## src/sv/cps_div_stage.sv

```systemverilog
// ----------------------------------------------------------------------------
// cps_div_stage: one radix-2 step of the projection divide
// folds one bit of |v| into v*s/L for all three axes, registered
// ----------------------------------------------------------------------------
`default_nettype none

module cps_div_stage #(
  parameter int VW   = 33,
  parameter int LW   = 66,
  parameter int SW   = 197,
  parameter int STEP = 0
) (
  input  wire logic                   clk,
  input  wire logic                   rst_n,
  input  wire logic                   en,
  input  wire logic                   in_vld,
  input  wire logic [2:0][VW-1:0]     in_mag,
  input  wire logic [LW-1:0]          in_s,
  input  wire logic [LW-1:0]          in_l,
  input  wire logic [2:0][LW-1:0]     in_rem,
  input  wire logic [2:0][VW-1:0]     in_q,
  input  wire logic [SW-1:0]          in_side,
  output logic                        out_vld,
  output logic [2:0][VW-1:0]          out_mag,
  output logic [LW-1:0]               out_s,
  output logic [LW-1:0]               out_l,
  output logic [2:0][LW-1:0]          out_rem,
  output logic [2:0][VW-1:0]          out_q,
  output logic [SW-1:0]               out_side
);

  localparam int BI = VW - 1 - STEP;

  logic                    vld_r;
  logic [2:0][VW-1:0]      mag_r;
  logic [LW-1:0]           s_r;
  logic [LW-1:0]           l_r;
  logic [2:0][LW-1:0]      rem_r, rem_nxt;
  logic [2:0][VW-1:0]      q_r, q_nxt;
  logic [SW-1:0]           side_r;

  // remainder step: 2*rem + bit*s, then take off 0, L or 2L
  always_comb begin
    logic [LW+1:0] tmp;
    logic [LW+1:0] l1;
    logic [LW+1:0] l2;
    l1 = {2'b00, in_l};
    l2 = {1'b0, in_l, 1'b0};
    for (int i = 0; i < 3; i++) begin
      tmp = {1'b0, in_rem[i], 1'b0} + (in_mag[i][BI] ? {2'b00, in_s} : '0);
      if (tmp >= l2) begin
        rem_nxt[i] = LW'(tmp - l2);
        q_nxt[i]   = {in_q[i][VW-2:0], 1'b0} + VW'(2);
      end else if (tmp >= l1) begin
        rem_nxt[i] = LW'(tmp - l1);
        q_nxt[i]   = {in_q[i][VW-2:0], 1'b1};
      end else begin
        rem_nxt[i] = LW'(tmp);
        q_nxt[i]   = {in_q[i][VW-2:0], 1'b0};
      end
    end
  end

  // valid bit
  always_ff @(posedge clk) begin
    if (!rst_n) begin
      vld_r <= 1'b0;
    end else if (en) begin
      vld_r <= in_vld;
    end
  end

  // payload
  always_ff @(posedge clk) begin
    if (en) begin
      mag_r  <= in_mag;
      s_r    <= in_s;
      l_r    <= in_l;
      rem_r  <= rem_nxt;
      q_r    <= q_nxt;
      side_r <= in_side;
    end
  end

  assign out_vld  = vld_r;
  assign out_mag  = mag_r;
  assign out_s    = s_r;
  assign out_l    = l_r;
  assign out_rem  = rem_r;
  assign out_q    = q_r;
  assign out_side = side_r;

endmodule

`default_nettype wire

```

## config.mk

```make
export PLATFORM = sky130hd
export DESIGN_NAME = cps_div_stage
export DESIGN_NICKNAME = d
export VERILOG_FILES = /design/src/sv/cps_div_stage.sv
export SDC_FILE = /design/constraint.sdc
export NUM_CORES = 2
export LEC_CHECK = 0
export ABC_CLOCK_PERIOD_IN_PS = 11840
export BUFFER_PORTS_ARGS = -buffer_cell sky130_fd_sc_hd__buf_2
export CORE_AREA = 2 2 566 568
export DETAILED_ROUTE_END_ITERATION = 16
export DIE_AREA = 0 0 568 570
export MAX_ROUTING_LAYER = met4
export PLACE_DENSITY = 0.34
export SETUP_SLACK_MARGIN = 0.2
export SYNTH_ARGS = -nofsm -noshare
export SYNTH_HDL_FRONTEND = slang
export SYNTH_SLANG_ARGS = --single-unit
```

## constraint.sdc

```tcl
create_clock -name clk -period 11.84 [get_ports clk]
set_input_delay 0.592 -clock clk [delete_from_list [all_inputs] [get_ports clk]]
set_output_delay 0.592 -clock clk [all_outputs]
set_load 0.01 [all_outputs]
```

==> flow_summary.toml <==
[outcome]
status = "completed"

[sta]
fin_setup_tns_ns = 0
finalCriticalPeriod_ns = 9.679
timing.hold.ws_ns = 0.07301
skew_ns = 0
hold_viol = 0
maxSlewViolCount = 0
rsz0062_at_grt = "false"
tightest_slew_ns = 1.159
fmax_ghz = 0.1033
setup_viol = 0
max_slew_margin = 0.2121
period_share = 0.8175

[critical_path]
rrSetupSlack_ns = 10.69
crit_type = "in2reg"
critical_path_arrival_ns = 10.21
cp.required_ns = 12.37
cp-end-kind = "register"
start_kind = "input pin"
cp_max_fo = 50

[detailed_routing]
vias_per_cell = 4.764
drtAntennaViolNets = 0
firstDrtPassIters = 6
drt_iter0_drc = 4443
wirelength_mm = 389.4
post-route-drc-count = 0
vias = 61019
post_drt_wl_per_cell_um = 30.41

[place]
place_congestion = 0.9275
dp_hpwl_mm = 336.0
port_buffers = 1451

[global_routing]
first_global_vias = 62314
grt_max_degree = 133
overflow = 0
antenna_found_initial = 164
grt_use_total = 0.2375
grt_pass1_wl_mm = 519.1

[clock_network]
clock_latency_ns = 0.81
clk_pin_slew_ns = 0.06
cts_max_level = 3
cts_buffers = 103
holdBufCountCts = 376
post_cts_buffers = 0
cts_tree = "yes"
clock-sinks = 726
cts_resized = 0
clockBufferDepth = 4
root_buffer = "clkbuf_16"

[die]
die_x_um = 568
start_util = 0.1937
io_pins = 1455
core.rowCount = 207
fp.coreArea_um2 = 317300
die_area_um2 = 323800
die_h_um = 570

[synth]
yosys_warnings = 0
ys_async_sr_fraction = 0
synth_edf_count = 725
yosysTopAreaCell = "edfxtp_1"
ys_types = 89
syn_nets = 8053
yosys_register_bits = 726
postSynthCellCount = 6721
yosysTopAreaCellShare = 0.3542
synth_seq_area_share = 0.3545
ys_top_cells_by_area = "edfxtp_1, ha_1, xnor2_1"
syn-cell-area_um2 = 61470
synth_ff_type = "edfxtp_1"
synth_area_per_cell_um2 = 9.146

[power_and_ir_drop]
powerDensity_nw_per_um2 = 166.7
peakVddDrop_uv = 104.5
leakagePower_nw = 35.00

[layout]
nNetsFinal = 9785
area_growth_pct = 31.67
drive_above_1_share = 0.2051
final_common_cell = "buf_2"
final_cell_mix = "buf_2, edfxtp_1, a21oi_1"

[hold_path]
hp-class = "in2reg"

[flow_run]
drv_cap = 0
## synth_stat cells (40+ instances only)
master / number
a211oi_1: 56
a21o_1: 378
a21oi_1: 673
a31oi_1: 92
and2_1: 242
and3_1: 103
buf_2: 40
clkbuf_1: 231
edfxtp_1: 725
ha_1: 594
inv_1: 198
mux2i_1: 79
nand2_1: 612
nand2b_1: 55
nand3_1: 167
nand4_1: 154
nor2_1: 342
nor2b_1: 63
nor3_1: 79
o211ai_1: 81
o21a_1: 86
o21ai_0: 452
o21ai_1: 57
o21bai_1: 94
o31ai_1: 42
xnor2_1: 409
xor2_1: 233
## metrics by stage
stage,instances,cell area (um^2),worst slack [ns],total power [mW],util
5_1_grt,12777,80860,1.640,14.32,0.2549
4_1_cts,12711,80690,2.001,13.70,0.2543
3_5_place_dp,12152,73650,1.654,10.25,0.2321
3_3_place_gp,12152,73650,1.724,10.33,0.2321
6_report,12808,80940,2.161,13.49,0.2551
2_1_floorplan,6721,61470,5.039,7.513,-
## state kept, by name, summed over array words and instances, names as in the netlist
name,cells
out_l,66
out_mag,99
out_q,99
out_rem,198
out_s,66
out_side,197
out_vld,1
## critical path, cell delays in order
cell and delay [ns]:
dlygate4sd3_1 0.53, buf_2 0.18, and2_1 0.17, ha_1 0.22, fa_1 0.43, a211oi_1 0.29
o21ai_0 0.18, a21oi_1 0.68, o221ai_1 0.51, a21oi_1 0.45, a21oi_1 0.16, a21o_1 0.27
a21boi_0 0.32, xnor2_1 0.28, ha_1 0.42, nand2_1 0.12, or4_1 0.57, a211oi_2 0.17
nor3_1 0.84, a21oi_2 0.21, nand4_2 0.27, a211oi_2 0.15, a211oi_4 0.77, buf_12 0.33
nand2_1 0.27, buf_4 0.25, o21ai_0 0.50
## area by class of cell
type,count,area (um^2)
clock buffer,119,2638
clock inverter,64,639.4
antenna,97,242.7
sequential,726,21790
inverter,200,750.7
fill,34576,236300
multi-input combinational,5507,37850
timing repair buffer,1915,11800
tap,4180,5230
## per-layer routing
layer  GRT usage  part of all wire  vias to the layer above  wire, um
met5           -                 0                        -         0
met4     0.09504             0.046                        0     17770
met3     0.03950             0.051                      432     19670
met2      0.4159              0.50                     1936    195200
met1      0.2679              0.40                    29910    156800
li1            -                 -                    28741         -
## final timing paths
check / depth (start not counted) / startpoint / to
hold reg to reg: 3 / out_vld / out_vld
hold / removal: 2 / in_q[76] / out_q[77]
setup / recovery: 27 / in_s[1] / out_rem[124]
setup reg to reg: 3 / out_vld / out_vld
## where the power goes
part           total (mW)  internal, mW  switching [mW]  leakage [nW]
Sequential           3.73          3.40           0.322          7.10
Combinational        6.58          2.40            4.18          26.3
Clock                3.19          1.83            1.36          1.59
Total                13.5          7.63            5.86          35.0
## cell families (layout without fill, tap and decap cells)
family,count (synthesis),in the layout,synth area share
compound gates,2244,2244,0.2295
simple gates,1921,1921,0.1534
flops,726,726,0.3545
xor+xnor,642,642,0.09147
fa+ha+maj,603,603,0.1238
buf+inv,488,2298,0.03116
mux,97,97,0.01616
other cells,0,97,0
No activity file was read; power rests on OpenSTA's default activity.
